`src/design/spb_pkg.sv`:
```
// Shared types and constants of the sprite pixel blitter.
// Used by the interfaces and all RTL modules; depends on nothing.
`timescale 1ns / 1ps
`default_nettype none

package spb_pkg;

  // Default store geometry
  localparam int unsigned MAX_WIDTH_DEF  = 128;
  localparam int unsigned MAX_HEIGHT_DEF = 32;

  // Field widths
  localparam int unsigned COORD_W = 12;
  localparam int unsigned GLYPH_W = 8;
  localparam int unsigned COLOR_W = 4;
  localparam int unsigned ATTR_W  = 8;
  localparam int unsigned SW_W    = 8;
  localparam int unsigned SH_W    = 6;
  localparam int unsigned CODE_W  = 4;
  localparam int unsigned CFG_IDX_W  = 2;
  localparam int unsigned CFG_DATA_W = 8;

  // Upper attribute nibble mask
  localparam logic [ATTR_W-1:0] UPPER_NIBBLE_MASK = 8'd240;

  // Item kinds
  localparam logic KIND_DRAW = 1'b0;
  localparam logic KIND_READ = 1'b1;

  // Register indexes
  localparam logic [CFG_IDX_W-1:0] REG_SCREEN_WIDTH  = 2'd0;
  localparam logic [CFG_IDX_W-1:0] REG_SCREEN_HEIGHT = 2'd1;
  localparam logic [CFG_IDX_W-1:0] REG_FG_CODE       = 2'd2;
  localparam logic [CFG_IDX_W-1:0] REG_JUMP_FG_CODE  = 2'd3;

  // Register reset values
  localparam logic [SW_W-1:0]   SCREEN_WIDTH_RST  = 8'd80;
  localparam logic [SH_W-1:0]   SCREEN_HEIGHT_RST = 6'd25;
  localparam logic [CODE_W-1:0] FG_CODE_RST       = 4'd1;
  localparam logic [CODE_W-1:0] JUMP_FG_CODE_RST  = 4'd2;

  typedef struct packed {
    logic [SW_W-1:0]   screen_width;
    logic [SH_W-1:0]   screen_height;
    logic [CODE_W-1:0] foreground_code;
    logic [CODE_W-1:0] jump_foreground_code;
  } spb_cfg_t;

  // Controller to datapath commands
  typedef struct packed {
    logic clr_wr;   // write one zero cell of the clearing pass
    logic take;     // latch the input item
    logic look;     // read the addressed cell
    logic commit;   // decide, write the cell, load the result
  } spb_cmd_t;

  // Datapath to controller status
  typedef struct packed {
    logic clr_last; // clearing pass is at its last cell
    logic out_free; // result register can take a result this cycle
  } spb_stat_t;

endpackage

`default_nettype wire

```
`src/design/spb_ctrl.sv`:
```
// Controller of the sprite pixel blitter: clearing pass, then one item at a time.
// Depends on spb_pkg for the command and status structs.
`timescale 1ns / 1ps
`default_nettype none

module spb_ctrl import spb_pkg::*; (
  input  wire logic      clk_i,
  input  wire logic      rst_ni,
  input  wire logic      in_valid_i,
  output logic           in_ready_o,
  input  wire spb_stat_t stat_i,
  output spb_cmd_t       cmd_o
);

  localparam logic [1:0] S_CLEAR = 2'd0;
  localparam logic [1:0] S_IDLE  = 2'd1;
  localparam logic [1:0] S_LOOK  = 2'd2;
  localparam logic [1:0] S_EXEC  = 2'd3;

  logic [1:0] state_q, state_d;

  // Next state and commands
  always_comb begin
    state_d    = state_q;
    cmd_o      = '0;
    in_ready_o = 1'b0;
    case (state_q)
      S_CLEAR: begin
        cmd_o.clr_wr = 1'b1;
        if (stat_i.clr_last) state_d = S_IDLE;
      end
      S_IDLE: begin
        in_ready_o = 1'b1;
        if (in_valid_i) begin
          cmd_o.take = 1'b1;
          state_d    = S_LOOK;
        end
      end
      S_LOOK: begin
        cmd_o.look = 1'b1;
        state_d    = S_EXEC;
      end
      S_EXEC: begin
        // hold until the result register frees up
        if (stat_i.out_free) begin
          cmd_o.commit = 1'b1;
          state_d      = S_IDLE;
        end
      end
      default: state_d = S_CLEAR;
    endcase
  end

  always_ff @(posedge clk_i or negedge rst_ni) begin
    if (!rst_ni) begin
      state_q <= S_CLEAR;
    end else begin
      state_q <= state_d;
    end
  end

endmodule

`default_nettype wire

```
`config.mk`:
```
export PLATFORM = sky130hd
export DESIGN_NAME = spb_ctrl
export DESIGN_NICKNAME = d
export VERILOG_FILES = /design/src/design/spb_pkg.sv /design/src/design/spb_ctrl.sv
export SDC_FILE = /design/constraint.sdc
export NUM_CORES = 1
export LEC_CHECK = 0
export ABC_AREA = 1
export BUFFER_PORTS_ARGS = -buffer_cell sky130_fd_sc_hd__buf_2
export CAP_MARGIN = 15
export CORE_AREA = 5 5 42 44
export CTS_CLUSTER_DIAMETER = 30
export CTS_CLUSTER_SIZE = 12
export DETAILED_ROUTE_END_ITERATION = 16
export DIE_AREA = 0 0 47 49
export GPL_ROUTABILITY_DRIVEN = 1
export HOLD_SLACK_MARGIN = 0.06
export PLACE_DENSITY = 0.44
export SLEW_MARGIN = 20
export SYNTH_ARGS = -nofsm -noshare
export SYNTH_HDL_FRONTEND = slang
export SYNTH_SLANG_ARGS = --single-unit
```
`constraint.sdc`:
```
create_clock -name clk_i -period 1.14 [get_ports clk_i]
set_input_delay 0.171 -clock clk_i [delete_from_list [all_inputs] [get_ports clk_i]]
set_output_delay 0.171 -clock clk_i [all_outputs]
set_load 0.02 [all_outputs]
```
# After elaboration in Yosys (flattened, before gate mapping)
# Cells that the tools add are included.
# op_classes
n_reduce_logical	2
mux	11
n_eq_ne	6
# op_table
operator	count
case mux 2 bit (4 select lines)	1
two-way mux 1 bit	7
two-way mux 2 bit	3
!= test 2 bit (second input constant)	3
== test 2 bit (second input constant)	2
AND reduction 3 bit	1
== test 2 x 1 -> 1 bit (second input constant)	1
zero test 2 bit	1
# totals
inputBits	5
register_bits	2
out_inout_bits	5

# Depth between registers and ports, before layout
# logic_depth
depth_word	3
mapped_depth	6
ltp_nobuf	6

# Least setup slack after synthesis
# No wires, ideal clock.
# synth_path
path_kind	reg2out
startpoint	register state_q[1]
endpoint	output cmd_o[2] (netlist name)
setup_slack_ns	-0.041
arrival_ns	1.010
path_stages_with_launch	5
cell_sequence	dfrtp_1 inv_1 ha_1 nand2_1 inv_1
# synth_lines
item	line	rtl
from (decl)	spb_ctrl.sv:20	logic [1:0] state_q, state_d;
from (signal assigned)	spb_ctrl.sv:58	state_q <= state_d;
to (decl)	spb_ctrl.sv:12	output spb_cmd_t cmd_o

==> impl_metrics.toml <==
[outcome]
outcome = "complete, but fails checks"
violations = "setup timing"

[worst_hold_path]
min_path_type = "input pin to async pin"

[clock_network]
cts.reportedPaths.clkPinSlew_ns = 0.03
htreeDepth = 1
cts_num_sinks = 2
cts_root_buffer = "clkbuf_4"
cts_buffers = 3
cts_tree = "built"
clock_latency_ns = 0.22
cts_max_path_buffers = 2

[finish]
largest_register = "state_q"
layout.nets = 54
nFillCells = 171
antenna_cells = 0
area_growth_pct = 76.92
finish.utilization = 0.2670
fin_cells = 58
largest_reg_flops = 2
drive_above_1_share = 0.5952
top_regs = "state_q (2)"

[synthesis]
ys_warn_count = 0
syn_nets = 37
ys_types = 8
synth_cells = 27
ys_ff_latch = 2
yosysSeqAreaShare = 0.2367
syn_area_um2 = 211.5
synth_area_per_cell_um2 = 7.832

[placement]
place_hpwl_um = 335.9
dp_worst_setup_slack_ns = 0.01425
post-place-cells = 52
gp_congestion = 0.5800
io_buffer_count = 9

[grt]
grt_pass1_wl_um = 807
grtUsageMet3 = 0.02214
grtUsageTotal = 0.05070
grt_pass1_vias = 206
use_met1 = 0.05275
overflow = 0
grt_max_degree = 6
antenna_found_initial = 0
grt.busiest_layer = "met2"
met2_usage = 0.06787

[worst_setup_path]
worst_setup_path_end_kind = "primary output"
cp-start-kind = "register"
arrival_ns = 1.10
critPathSlowestCell = "dfrtp_2"
cp.required_ns = 0.97
path_max_fanout = 4
critPathKind = "register to primary output"
max_stage_delay_ns = 0.44
crit_chain = "ha_2 > nand2_1 > inv_1 > buf_4"
r2r_slack_ns = 0.01

[sta]
fmax_ghz = 0.7893
rsz0062_at_grt = "true"
fin_crit_sh = 1.111
drv_slew = 0
clock_skew_ns = 0.0007582
period_minus_slack_ns = 1.267
setup_slack_ns = -0.1269
setup_violations = 5
worst_slew_pin_slew_ns = 0.1515
finalHoldViolations = 0
timing.slew.headroom = 0.8990

[route]
drc = 0
ant_nets = 0
routedWlPerCell_um = 7.672
drt_iter0_drc = 2
wl_um = 445
drt_first_pass_iters = 2
vias = 200
viasPerCell = 3.448

[power_and_ir_drop]
p_total_w = 0.001029
power_density_nw_per_um2 = 2750
p_leak_nw = 0.2210
vdd_drop_max_mv = 0.7981

[floorplanning]
fp.dieH_um = 49
core_um2 = 1401
start_util = 0.1509
die_area_um2 = 2303
fp.dieW_um = 47
ios = 10
rows = 14

[flow_run]
drv_cap = 0
==> final cells by class <==
type / instances / area (µm²) / share of cell area
well taps: 16 / 20.02 / 0.05351
clock buffers: 3 / 22.52 / 0.06020
flip-flops and latches: 2 / 51.30 / 0.1371
multi-input cells: 17 / 156.4 / 0.4181
repair buffers: 12 / 93.84 / 0.2508
inverters: 8 / 30.03 / 0.08027
==> kinds of logic (layout without fill, tap and decap cells) <==
family / Yosys count / count (layout) / share of synthesized area
adder cells (fa/ha/maj): 5 / 5 / 0.2959
buffers and inverters: 8 / 23 / 0.1420
AND/OR/NAND/NOR: 12 / 12 / 0.3254
flip-flops: 2 / 2 / 0.2367
==> repair_timing <==
item	4_1_cts	5_1_grt
endpoints found under the hold margin	2	0
resized for setup	15	1
buffers inserted	1	1
pin swaps	3	1
hold buffers	1	0
endpoints found under the setup margin	5	7
==> through the flow <==
stage | instance area, µm² | hold slack [ns] | setup TNS [ns]
finish | 374.1 | 0.2656 | -0.4433
CTS | 364.1 | 0.2507 | -0.5527
global placement | 279.0 | -0.04317 | 0
global route | 374.1 | 0.2690 | -0.9015
detailed placement | 279.0 | -0.04169 | 0
floorplan | 214.0 | -0.1246 | -0.002969
==> synthesized netlist by cell type <==
| master | count | share of area |
|---|---|---|
| nand2_1 | 6 | 0.11 |
| inv_1 | 8 | 0.14 |
| ha_1 | 5 | 0.30 |
| nand4_1 | 2 | 0.059 |
| nand3_2 | 1 | 0.047 |
| nand2_2 | 2 | 0.059 |
| dfrtp_1 | 2 | 0.24 |
| nand2_4 | 1 | 0.053 |
==> per-layer routing <==
metal / routed length, µm / vias to the layer above
li1: - / 110
met1: 169 / 86
met5: 0 / -
met4: 0 / 0
met3: 27 / 0
met2: 248 / 4
==> where the power goes <==
part | switching (W) | leakage (nW) | internal, W
registers | 0.0000571 | 0.0225 | 0.000116
clock network | 0.0000389 | 0.0138 | 0.000116
logic | 0.000360 | 0.185 | 0.000341
==> worst paths after layout <==
kind | startpoint | endpoint | cells past startpoint
max | state_q[0] | cmd_o[0] | 4
min | rst_ni | state_q[1] | 2
max reg2reg | state_q[1] | state_q[0] | 7
min reg2reg | state_q[1] | state_q[1] | 2
max in group asynchronous | rst_ni | state_q[0] | 2
min in group clk_i | stat_i[1] | state_q[0] | 5
==> placed cells by master, fill, tap and decap left out <==
| cell type | netlist | layout |
|---|---|---|
| inv_2 | 0 | 2 |
| nand4_1 | 2 | 2 |
| buf_6 | 0 | 3 |
| buf_2 | 0 | 4 |
| ha_1 | 5 | 1 |
| clkbuf_4 | 0 | 3 |
| dfrtp_1 | 2 | 1 |
| dfrtp_2 | 0 | 1 |
| inv_1 | 8 | 6 |
| nand2_1 | 6 | 6 |
| nand2_2 | 2 | 1 |
| ha_2 | 0 | 3 |
| nand2_4 | 1 | 2 |
| dlygate4sd3_1 | 0 | 1 |
| nand3_2 | 1 | 1 |
| buf_4 | 0 | 4 |
| ha_4 | 0 | 1 |
==> critical path, delay by kind of cell, from the launching register on <==
| family | cells | cell delay, ns |
|---|---|---|
| buffers and inverters | 2 | 0.17 |
| flip-flops | 1 | 0.44 |
| AND/OR/NAND/NOR | 1 | 0.06 |
| adder cells (fa/ha/maj) | 1 | 0.20 |
Note: power is estimated with default switching activity, not from simulation.
