**src/design/spb_pkg.sv**
```systemverilog
// Shared types and constants of the sprite pixel blitter.
// Used by the interfaces and all RTL modules; depends on nothing.
`timescale 1ns / 1ps
`default_nettype none

package spb_pkg;

  // Default store geometry
  localparam int unsigned MAX_WIDTH_DEF  = 128;
  localparam int unsigned MAX_HEIGHT_DEF = 32;

  // Field widths
  localparam int unsigned COORD_W = 12;
  localparam int unsigned GLYPH_W = 8;
  localparam int unsigned COLOR_W = 4;
  localparam int unsigned ATTR_W  = 8;
  localparam int unsigned SW_W    = 8;
  localparam int unsigned SH_W    = 6;
  localparam int unsigned CODE_W  = 4;
  localparam int unsigned CFG_IDX_W  = 2;
  localparam int unsigned CFG_DATA_W = 8;

  // Upper attribute nibble mask
  localparam logic [ATTR_W-1:0] UPPER_NIBBLE_MASK = 8'd240;

  // Item kinds
  localparam logic KIND_DRAW = 1'b0;
  localparam logic KIND_READ = 1'b1;

  // Register indexes
  localparam logic [CFG_IDX_W-1:0] REG_SCREEN_WIDTH  = 2'd0;
  localparam logic [CFG_IDX_W-1:0] REG_SCREEN_HEIGHT = 2'd1;
  localparam logic [CFG_IDX_W-1:0] REG_FG_CODE       = 2'd2;
  localparam logic [CFG_IDX_W-1:0] REG_JUMP_FG_CODE  = 2'd3;

  // Register reset values
  localparam logic [SW_W-1:0]   SCREEN_WIDTH_RST  = 8'd80;
  localparam logic [SH_W-1:0]   SCREEN_HEIGHT_RST = 6'd25;
  localparam logic [CODE_W-1:0] FG_CODE_RST       = 4'd1;
  localparam logic [CODE_W-1:0] JUMP_FG_CODE_RST  = 4'd2;

  typedef struct packed {
    logic [SW_W-1:0]   screen_width;
    logic [SH_W-1:0]   screen_height;
    logic [CODE_W-1:0] foreground_code;
    logic [CODE_W-1:0] jump_foreground_code;
  } spb_cfg_t;

  // Controller to datapath commands
  typedef struct packed {
    logic clr_wr;   // write one zero cell of the clearing pass
    logic take;     // latch the input item
    logic look;     // read the addressed cell
    logic commit;   // decide, write the cell, load the result
  } spb_cmd_t;

  // Datapath to controller status
  typedef struct packed {
    logic clr_last; // clearing pass is at its last cell
    logic out_free; // result register can take a result this cycle
  } spb_stat_t;

endpackage

`default_nettype wire

```
**src/design/spb_cfg_regs.sv**
```systemverilog
// Configuration registers of the sprite pixel blitter.
// Depends on spb_pkg for register indexes, widths and reset values.
`timescale 1ns / 1ps
`default_nettype none

module spb_cfg_regs import spb_pkg::*; (
  input  wire logic                  clk_i,
  input  wire logic                  rst_ni,
  input  wire logic                  cfg_valid_i,
  output logic                       cfg_ready_o,
  input  wire logic [CFG_IDX_W-1:0]  cfg_index_i,
  input  wire logic [CFG_DATA_W-1:0] cfg_data_i,
  output spb_cfg_t                   cfg_o
);

  spb_cfg_t cfg_q, cfg_d;

  // Always take writes
  assign cfg_ready_o = 1'b1;

  // Decode the register index
  always_comb begin
    cfg_d = cfg_q;
    if (cfg_valid_i) begin
      case (cfg_index_i)
        REG_SCREEN_WIDTH:  cfg_d.screen_width         = cfg_data_i[SW_W-1:0];
        REG_SCREEN_HEIGHT: cfg_d.screen_height        = cfg_data_i[SH_W-1:0];
        REG_FG_CODE:       cfg_d.foreground_code      = cfg_data_i[CODE_W-1:0];
        REG_JUMP_FG_CODE:  cfg_d.jump_foreground_code = cfg_data_i[CODE_W-1:0];
        default:           cfg_d = cfg_q;
      endcase
    end
  end

  always_ff @(posedge clk_i or negedge rst_ni) begin
    if (!rst_ni) begin
      cfg_q.screen_width         <= SCREEN_WIDTH_RST;
      cfg_q.screen_height        <= SCREEN_HEIGHT_RST;
      cfg_q.foreground_code      <= FG_CODE_RST;
      cfg_q.jump_foreground_code <= JUMP_FG_CODE_RST;
    end else begin
      cfg_q <= cfg_d;
    end
  end

  assign cfg_o = cfg_q;

endmodule

`default_nettype wire

```
**config.mk**
```make
export PLATFORM = sky130hd
export DESIGN_NAME = spb_cfg_regs
export DESIGN_NICKNAME = d
export VERILOG_FILES = /design/src/design/spb_pkg.sv /design/src/design/spb_cfg_regs.sv
export SDC_FILE = /design/constraint.sdc
export NUM_CORES = 1
export LEC_CHECK = 0
export ABC_CLOCK_PERIOD_IN_PS = 2400
export BUFFER_PORTS_ARGS = -buffer_cell sky130_fd_sc_hd__buf_2
export CAP_MARGIN = 20
export CORE_MARGIN = 2
export CORE_UTILIZATION = 49
export DETAILED_ROUTE_END_ITERATION = 16
export PLACE_DENSITY = 0.82
export RECOVER_POWER = 25
export SYNTH_ARGS = -nofsm -noshare
export SYNTH_HDL_FRONTEND = slang
export SYNTH_SLANG_ARGS = --single-unit
```
**constraint.sdc**
```tcl
create_clock -name clk_i -period 2.4 [get_ports clk_i]
set_clock_uncertainty 0.2 [all_clocks]
set_input_delay 0.48 -clock clk_i [delete_from_list [all_inputs] [get_ports clk_i]]
set_output_delay 0.48 -clock clk_i [all_outputs]
set_load 0.01 [all_outputs]
```
# Word-level counts from Yosys, hierarchy flattened
# Cells that the tools add are included.
[op_classes]
eq_ne = 3
reduce_logical = 5
[op_table]
columns = ["op", "n"]
rows = [
  ["$reduce_and 2->1", 4],
  ["$eq 2x2->1 const B", 2],
  ["$eq 2x1->1 const B", 1],
  ["$logic_not 2->1", 1],
]
[word_totals]
ff_bits = 22
out_inout_bits = 23
word_cells = 12

# Logic depth before layout (Yosys ltp)
# Gate-level depths: netlist (run 1).
[depth]
word_depth = 2
ltp_mapped = 2
depth_no_buf = 2

# Worst setup path before layout (run 1)
# Ideal clock, no wire load.
[synth_timing]
path_kind = "input-to-reg"
from = "input port cfg_index_i[1]"
to = "register cfg_q (netlist bit cfg_o[14])"
setup_ns = 0.125
arrival_ns = 1.178
t_required_ns = 2.075
slack_ns = 0.897
path_stages = 2
path_buffers = 0
cell_sequence = "nor3b_4 mux2_2"
[synth_via]
elab_chain_len = 2
[synth_rtl]
columns = ["element", "line_no", "text"]
rows = [
  ["start, declared", "spb_cfg_regs.sv:11", "input wire logic [CFG_IDX_W-1:0] cfg_index_i,"],
  ["$logic_not 2->1", "spb_cfg_regs.sv:25", "case (cfg_index_i)"],
  ["$reduce_and 2->1 (no line)", "-", ""],
  ["end signal, assigned", "spb_cfg_regs.sv:42", "cfg_q <= cfg_d;"],
  ["end, declared", "spb_cfg_regs.sv:16", "spb_cfg_t cfg_q, cfg_d;"],
]
# Every way passes these cells.
# A chain may end at the register's enable or synchronous reset.

==> results.py, run 1 <==
metrics = {
    "status": {
        "status": "complete, no violations",
    },
    "route": {
        "vias_per_cell": 5.35,
        "drc_errors": 0,
        "dr.max_layer_used": "met4",
        "firstDrtPassIters": 4,
        "vias": 562,
        "drt_iter0_markers": 1,
        "routed_wl_mm": 1.63,
        "drt-met1-wl_um": 657,
        "routedWlPerCell_um": 15.5,
        "met3_wirelength_um": 58,
        "wl_met2_um": 873,
        "ant_nets": 0,
    },
    "critical_path": {
        "worst-endpoint-required_ps": 2460,
        "cp_slowest_stage_delay_ps": 830,
        "crit_fanout": 22,
        "crit_type": "input pin to asynchronous set/reset pin",
        "arrival_ps": 1840,
        "path_delay_family": "buffers and inverters",
        "worst_path_max_delay_cell": "clkbuf_1",
        "startpoint_type": "input pin",
        "reg2reg_slack_ps": 1430,
        "critical_path_buf_inv_count": 2,
        "cp_cell_sequence": "dlygate4sd3_1 > clkbuf_1",
        "r2r-start": "cfg_o[3]",
        "critPathCaptureType": "asynchronous set/reset pin",
        "ff2ff_path_depth": 1,
        "reg2reg_to": "cfg_o[3]",
    },
    "final_layout": {
        "final_cell_mix": "buf_2 (32), mux2_2 (22), dfrtp_1 (15)",
        "post-route-util_pct": 64.2,
        "syn_to_final_growth_pct": 26.6,
        "final_nets": 102,
        "multi_input_area_sq_um": 290,
        "largest_reg_flops": 22,
        "final_common_cell": "buf_2",
        "antennaDiodeCount": 0,
        "layout-drive-gt1-share_pct": 75.0,
        "ff_latch_area_sq_um": 559,
        "fillers": 128,
    },
    "grt": {
        "antenna_found_initial": 0,
        "grt_usage_pct": 16.7,
        "grt_max_degree": 23,
        "overflow": 0,
        "grt_first_pass_wirelength_mm": 2.45,
        "grt_pass1_vias": 580,
    },
    "sta": {
        "setup_viol": 0,
        "rsz0062_at_grt": "no",
        "slew-limit-headroom_pct": 24.8,
        "clock.fmax_mhz": 564,
        "finalHoldViolCount": 0,
        "slew_viol_final": 0,
        "setup-tns-final_ps": 0,
        "fin_hold_ws_ps": 210,
        "fin_ws_ps": 626,
        "period_share_pct": 73.9,
        "period_minus_slack_ps": 1770,
        "worstMarginPinSlew_ps": 1130,
    },
    "die": {
        "start_util_pct": 50.7,
        "core_area_sq_um": 1690,
        "std_cell_rows": 15,
        "die_x_um": 45.8,
        "pin_count": 36,
        "die_y_um": 45.8,
        "die_area_sq_um": 2100,
    },
    "clocking": {
        "clk_pin_slew_ps": 120,
        "cts_tree": "built",
        "cts_root_buf": "clkbuf_4",
        "cts_setup_buffers": 0,
        "numCtsBuffers": 3,
        "clk-insertion-delay-late_ps": 300,
        "clock_sinks": 22,
        "cts_resized": 0,
        "htree_levels": 1,
        "cts_max_path_buffers": 2,
    },
    "place": {
        "portBuffers": 34,
        "dp_slack_ps": 658,
        "dpl.hpwl_mm": 1.23,
        "gp_congestion": 0.734,
    },
    "min_path": {
        "worstHoldStart": "cfg_data_i[6]",
        "hold_class": "input pin to flip-flop",
        "holdPathEnd": "cfg_o[20]",
        "hold_depth": 2,
    },
    "synthesis": {
        "synth.avg_cell_area_sq_um": 17.1,
        "synth_area_sq_um": 857,
        "yosysSeqAreaShare_pct": 65.3,
        "yosysUniqueCellTypes": 8,
        "yosys_register_bits": 22,
        "syn-num-nets": 63,
        "syn_inst": 50,
        "synth_warnings": 0,
    },
    "power": {
        "leakage_nw": 0.510,
        "power_density_nw_per_um2": 829,
        "max-vdd-ir-drop_v": 0.000427,
    },
    "flow_run": {
        "maxCapViolCount": 0,
    },
}
## cell families after synthesis
group,share of synthesized area [%]
mux,28.9
buf+inv,0.876
flops,65.3
other cells,0.438
simple gates,4.52
## report_power, final
part / leakage (nW) / switching, W / internal [W]
sequential: 0.251 / 0.0000336 / 0.000456
combinational: 0.238 / 0.0000992 / 0.000111
clock: 0.0210 / 0.000106 / 0.0000924
total: 0.510 / 0.000239 / 0.000660
## how the worst max path moves through the flow
stage                    from         to  slack, ps  cells past startpoint
2_1_floorplan  cfg_index_i[1]  cfg_o[14]        900                      2
3_3_place_gp   cfg_index_i[1]  cfg_o[14]        680                      3
3_5_place_dp   cfg_index_i[1]  cfg_o[21]        660                      3
4_1_cts              cfg_o[4]   cfg_o[4]        730                      1
5_1_grt                rst_ni   cfg_o[6]        370                      2
6_report               rst_ni  cfg_o[15]        630                      2
## per-layer routing
layer	GRT usage (%)	vias to the layer above
li1	-	251
met1	19.4	286
met2	29.0	21
met3	1.19	4
met4	11.4	0
met5	0	-
## cells in the mapped netlist (all sizes together)
master | n | area, sq um
buf | 1 | 7.51
conb | 1 | 3.75
dfrtp | 15 | 375
dfstp | 7 | 184
mux2 | 22 | 248
nand3 | 1 | 5.00
nand3b | 2 | 15.0
nor3b | 1 | 18.8
## stage by stage
| step | total power [W] | instances | area, sq um |
|---|---|---|---|
| floorplan | 0.000605 | 50 | 857 |
| global placement | 0.000700 | 100 | 1040 |
| detailed placement | 0.000711 | 100 | 1040 |
| CTS | 0.000912 | 105 | 1090 |
| global route | 0.000943 | 105 | 1080 |
| finish | 0.000899 | 105 | 1080 |
## layout make-up
type | instances | share of cell area (%)
flip-flops and latches | 22 | 51.6
multi-input cells | 27 | 26.8
repair buffers | 35 | 16.4
clock buffers | 4 | 3.34
well taps | 17 | 1.96
## repair_timing
item / CTS / global route
endpoints found under the hold margin: 15 / 0
hold buffers: 1 / 0
endpoints found under the setup margin: 0 / 0
(Power assumes the default switching activity.)
==> run 2: changes to the inputs <==
--- a/config.mk
+++ b/config.mk
@@ -5,13 +5,13 @@
 export SDC_FILE = /design/constraint.sdc
 export NUM_CORES = 1
 export LEC_CHECK = 0
-export ABC_CLOCK_PERIOD_IN_PS = 2400
+export ABC_CLOCK_PERIOD_IN_PS = 1500
 export BUFFER_PORTS_ARGS = -buffer_cell sky130_fd_sc_hd__buf_2
 export CAP_MARGIN = 20
 export CORE_MARGIN = 2
-export CORE_UTILIZATION = 49
+export CORE_UTILIZATION = 41
 export DETAILED_ROUTE_END_ITERATION = 16
-export PLACE_DENSITY = 0.82
+export PLACE_DENSITY = 0.73
 export RECOVER_POWER = 25
 export SYNTH_ARGS = -nofsm -noshare
 export SYNTH_HDL_FRONTEND = slang
==> constraint.sdc (replaced) <==
create_clock -name clk_i -period 1.5 [get_ports clk_i]
set_clock_uncertainty 0.2 [all_clocks]
set_input_delay 0.3 -clock clk_i [delete_from_list [all_inputs] [get_ports clk_i]]
set_output_delay 0.3 -clock clk_i [all_outputs]
set_load 0.01 [all_outputs]
==> run 2 against run 1 <==
  * Global-route usage is 1.0 points lower
  * Via count increased by 1.6%
  * Clock-buffer cell count stayed put
  * Setup slack got worse by 590 ps
  * Sequential power rose by 62%
  * Clock power grew 60%
  * First-iteration DRC count rose to 7.0 times the previous value
  * Total power increased by 67%
  * Non-clock buffer count rose by 1
  * Register-to-register slack worse by 920 ps
  * Final cell count rose by 10%
  * Worst hold slack got worse by 180 ps
==> results.py, run 2 (same netlist as run 1, synthesis figures left out) <==
metrics = {
    "die": {
        "die_y_um": 49.7,
        "die_area_sq_um": 2470,
        "pin_count": 36,
        "std_cell_rows": 16,
        "start_util_pct": 43.7,
        "core_area_sq_um": 1960,
        "die_x_um": 49.7,
    },
    "final_layout": {
        "antennaDiodeCount": 0,
        "largest_reg_flops": 22,
        "final_cell_mix": "buf_2 (25), mux2_2 (22), dfrtp_1 (15)",
        "layout-drive-gt1-share_pct": 76.4,
        "final_nets": 103,
        "syn_to_final_growth_pct": 35.6,
        "fin_area_sq_um": 1160,
        "final_common_cell": "buf_2",
    },
    "grt": {
        "grt_max_degree": 23,
        "overflow": 0,
        "grt_usage_pct": 15.7,
        "grt_first_pass_wirelength_mm": 2.80,
        "antenna_found_initial": 0,
        "grt_pass1_vias": 560,
    },
    "place": {
        "gp_congestion": 0.688,
        "dpl.hpwl_mm": 1.28,
        "portBuffers": 34,
        "dpl-instance-area_sq_um": 1070,
    },
    "critical_path": {
        "startpoint_type": "flip-flop",
        "crit_type": "flip-flop to primary output",
        "worst-endpoint-required_ps": 1000,
        "cp_slowest_stage_delay_ps": 560,
        "cp.depth": 1,
        "path_delay_family": "flip-flops",
        "worst_path_max_delay_cell": "dfstp_2",
        "cp_cell_sequence": "buf_6",
        "critical_path_buf_inv_count": 1,
        "critPathCaptureType": "primary output",
        "crit_fanout": 2,
        "arrival_ps": 970,
        "ff2ff_path_depth": 1,
    },
    "sta": {
        "period_minus_slack_ps": 1470,
        "setup_viol": 0,
        "worstMarginPinSlew_ps": 514,
        "slew-limit-headroom_pct": 65.7,
        "setup-tns-final_ps": 0,
        "clock.fmax_mhz": 681,
        "rsz0062_at_grt": "yes",
        "slew_viol_final": 0,
        "finalHoldViolCount": 0,
        "period_share_pct": 97.9,
    },
    "clocking": {
        "cts_root_buf": "clkbuf_4",
        "clock_sinks": 22,
        "cts_max_path_buffers": 2,
        "clk_pin_slew_ps": 120,
        "cts_tree": "built",
        "cts_setup_buffers": 0,
        "numCtsBuffers": 3,
        "clk-insertion-delay-late_ps": 300,
        "htree_levels": 1,
    },
    "route": {
        "ant_nets": 0,
        "drt_iter0_markers": 7,
        "vias_per_cell": 4.92,
        "firstDrtPassIters": 4,
        "drc_errors": 0,
        "routedWlPerCell_um": 15.1,
        "vias": 571,
        "routed_wl_mm": 1.75,
    },
    "power": {
        "max-vdd-ir-drop_v": 0.000709,
        "power_density_nw_per_um2": 1290,
        "leakage_nw": 0.536,
    },
    "flow_run": {
        "maxCapViolCount": 0,
    },
    "status": {
        "status": "complete, no violations",
    },
    "min_path": {
        "hold_depth": 2,
        "hold_class": "input pin to flip-flop",
    },
}
-- run 2: changes by cell type in the layout (fill, tap and decap cells not counted) --
cell      change
buf_2         -7
clkbuf_1      -1
clkbuf_2      +1
buf_12        +1
buf_6         +7
-- run 2: final cells by class --
cell class              count  area, sq um
fillers                   173          800
well taps                  27         33.8
multi-input cells          27          290
flip-flops and latches     22          559
repair buffers             36          243
clock buffers               4         36.3
-- run 2: what timing repair did --
| action | 4_1_cts | 5_1_grt |
|---|---|---|
| endpoints found under the setup margin | 0 | 7 |
| endpoints found under the hold margin | 15 | 0 |
| hold buffers | 1 | 0 |
| gates resized for setup | 0 | 7 |
-- run 2: final timing paths --
path	from	endpoint	slack, ps
min in group asynchronous	rst_ni	cfg_o[9]	290
max reg2reg	cfg_o[21]	cfg_o[21]	510
max in group asynchronous	rst_ni	cfg_o[11]	450
max	cfg_o[12]	cfg_o[12]	30
min reg2reg	cfg_o[2]	cfg_o[2]	310
min	cfg_data_i[6]	cfg_o[20]	30
-- run 2: metal layers --
layer  GRT usage (%)  share of wire, %
met3            3.03               5.0
met2            26.9                54
met4            6.94               2.5
met1            19.0                38
met5               0                 0
-- run 2: per-stage QoR --
stage	hold WS [ps]	total power (W)	setup slack, ps	util, %	cells
after floorplan	-196	0.000969	177	-	50
after global placement	78.9	0.00113	41.2	54.7	111
after detailed placement	86.6	0.00114	-3.72	54.7	111
after CTS	28.0	0.00146	17.4	57.1	116
after global routing	20.0	0.00159	-9.97	59.2	116
final	33.2	0.00150	31.0	59.2	116
-- run 2: power by group --
part           internal [W]  leakage, nW  switching [W]  total, W
Clock              0.000148       0.0210       0.000171  0.000319
Sequential         0.000732        0.251      0.0000635  0.000795
Combinational      0.000223        0.264       0.000166  0.000388
==> run 3: changes to the inputs <==
--- a/config.mk
+++ b/config.mk
@@ -11,8 +11,11 @@
 export CORE_MARGIN = 2
 export CORE_UTILIZATION = 41
 export DETAILED_ROUTE_END_ITERATION = 16
+export GPL_TIMING_DRIVEN = 0
 export PLACE_DENSITY = 0.73
 export RECOVER_POWER = 25
+export REMOVE_ABC_BUFFERS = 1
+export SKIP_CTS_REPAIR_TIMING = 1
 export SYNTH_ARGS = -nofsm -noshare
 export SYNTH_HDL_FRONTEND = slang
 export SYNTH_SLANG_ARGS = --single-unit
==> run 3 against run 2 <==
  * Non-clock buffer count is 1 lower
  * Final cell count is 0.86% lower
  * Die area stayed put
  * Fmax is 1.3% higher
  * Total power is 4.3% lower
  * Cell area is 2.6% lower
  * Flip-flop and latch count stayed put
  * First-iteration DRC count is 86% lower
  * Clock-buffer cell count stayed put
  * Critical path type unchanged
==> results.py, run 3 (same netlist as run 1, synthesis figures left out) <==
metrics = {
    "route": {
        "routedWlPerCell_um": 14.1,
        "vias": 552,
        "ant_nets": 0,
        "firstDrtPassIters": 2,
        "routed_wl_mm": 1.62,
        "drc_errors": 0,
        "vias_per_cell": 4.80,
        "drt_iter0_markers": 1,
    },
    "die": {
        "start_util_pct": 43.7,
        "die_area_sq_um": 2470,
        "die_x_um": 49.7,
        "die_y_um": 49.7,
        "std_cell_rows": 16,
        "pin_count": 36,
        "core_area_sq_um": 1960,
    },
    "sta": {
        "setup_viol": 0,
        "slew-limit-headroom_pct": 63.7,
        "period_minus_slack_ps": 1450,
        "finalHoldViolCount": 0,
        "fin_hold_ws_ps": 26.1,
        "slew_viol_final": 0,
        "period_share_pct": 96.7,
        "clock.fmax_mhz": 690,
        "rsz0062_at_grt": "no",
        "worstMarginPinSlew_ps": 544,
    },
    "critical_path": {
        "cp_slowest_stage_delay_ps": 560,
        "reg2reg_to": "cfg_o[19]",
        "path_delay_family": "flip-flops",
        "crit_fanout": 2,
        "critPathCaptureType": "primary output",
        "crit_type": "flip-flop to primary output",
        "worst-endpoint-required_ps": 1000,
        "r2r-start": "cfg_o[19]",
        "cp_cell_sequence": "buf_6",
        "arrival_ps": 950,
        "reg2reg_slack_ps": 510,
        "worst_path_max_delay_cell": "dfstp_2",
        "ff2ff_path_depth": 1,
        "critical_path_buf_inv_count": 1,
        "startpoint_type": "flip-flop",
    },
    "final_layout": {
        "antennaDiodeCount": 0,
        "syn_to_final_growth_pct": 32.1,
        "fillers": 184,
        "multi_input_area_sq_um": 290,
        "final_common_cell": "buf_2",
        "final_nets": 102,
        "ff_latch_area_sq_um": 559,
        "final_cell_mix": "buf_2 (25), mux2_2 (22), dfrtp_1 (15)",
        "largest_reg_flops": 22,
        "post-route-util_pct": 57.7,
        "layout-drive-gt1-share_pct": 75.0,
    },
    "clocking": {
        "cts_max_path_buffers": 2,
        "clk_pin_slew_ps": 110,
        "htree_levels": 1,
        "cts_tree": "built",
        "numCtsBuffers": 3,
        "clk-insertion-delay-late_ps": 300,
        "cts_root_buf": "clkbuf_4",
        "clock_sinks": 22,
    },
    "min_path": {
        "hold_class": "input pin to flip-flop",
        "worstHoldStart": "cfg_data_i[6]",
        "hold_depth": 2,
        "holdPathEnd": "cfg_o[20]",
    },
    "power": {
        "max-vdd-ir-drop_v": 0.000644,
        "leakage_nw": 0.522,
        "power_density_nw_per_um2": 1270,
    },
    "grt": {
        "grt_pass1_vias": 602,
        "grt_first_pass_wirelength_mm": 2.67,
        "grt_max_degree": 23,
        "antenna_found_initial": 0,
        "overflow": 0,
        "grt_usage_pct": 14.7,
    },
    "status": {
        "status": "complete, no violations",
    },
    "place": {
        "portBuffers": 34,
        "dpl.hpwl_mm": 1.22,
        "gp_congestion": 0.712,
    },
    "flow_run": {
        "maxCapViolCount": 0,
    },
}
[run 3: cell count changes in the layout (fill, tap and decap cells not counted), sizes merged]
cell,change
buf,-1
[run 3: layer usage]
layer	vias to the layer above	part of all wire (%)	track usage (%)	routed length, um
met5	-	0	0	0
met4	0	0	6.94	0
met3	0	5.5	3.64	89
met2	22	53	24.4	852
met1	279	42	17.7	678
li1	251	-	-	-
[run 3: how the worst max path moves through the flow]
stage | startpoint | to | slack (ps) | depth (start not counted)
2_1_floorplan | cfg_index_i[1] | cfg_o[14] | 180 | 2
3_3_place_gp | cfg_index_i[1] | cfg_o[17] | -90 | 3
3_5_place_dp | cfg_index_i[1] | cfg_o[19] | -110 | 3
4_1_cts | cfg_o[12] | cfg_o[12] | 10 | 1
5_1_grt | cfg_o[4] | cfg_o[4] | 1 | 1
6_report | cfg_o[20] | cfg_o[20] | 50 | 1
[run 3: per-stage QoR]
stage	instances	cell area, sq um	power (W)	TNS (ps)	setup slack (ps)
final	115	1130	0.00144	0	50.1
after global routing	115	1130	0.00153	0	1.20
after CTS	114	1080	0.00141	0	10.4
after detailed placement	110	1050	0.00114	-671	-109
after global placement	110	1050	0.00112	-617	-89.1
after floorplan	49	850	0.000967	0	177
[run 3: report_power, final]
group          leakage, nW  internal, W  switching [W]  total, W
Sequential           0.251     0.000731      0.0000605  0.000792
Clock               0.0150     0.000104       0.000164  0.000268
Combinational        0.255     0.000219       0.000159  0.000377
Total                0.522      0.00105       0.000384   0.00144
[run 3: cell type report]
type	instances	share of cell area, %
Sequential cell	22	49.4
Multi-Input combinational cell	27	25.6
Timing Repair Buffer	35	19.7
Tap cell	27	2.98
Clock buffer	4	2.32
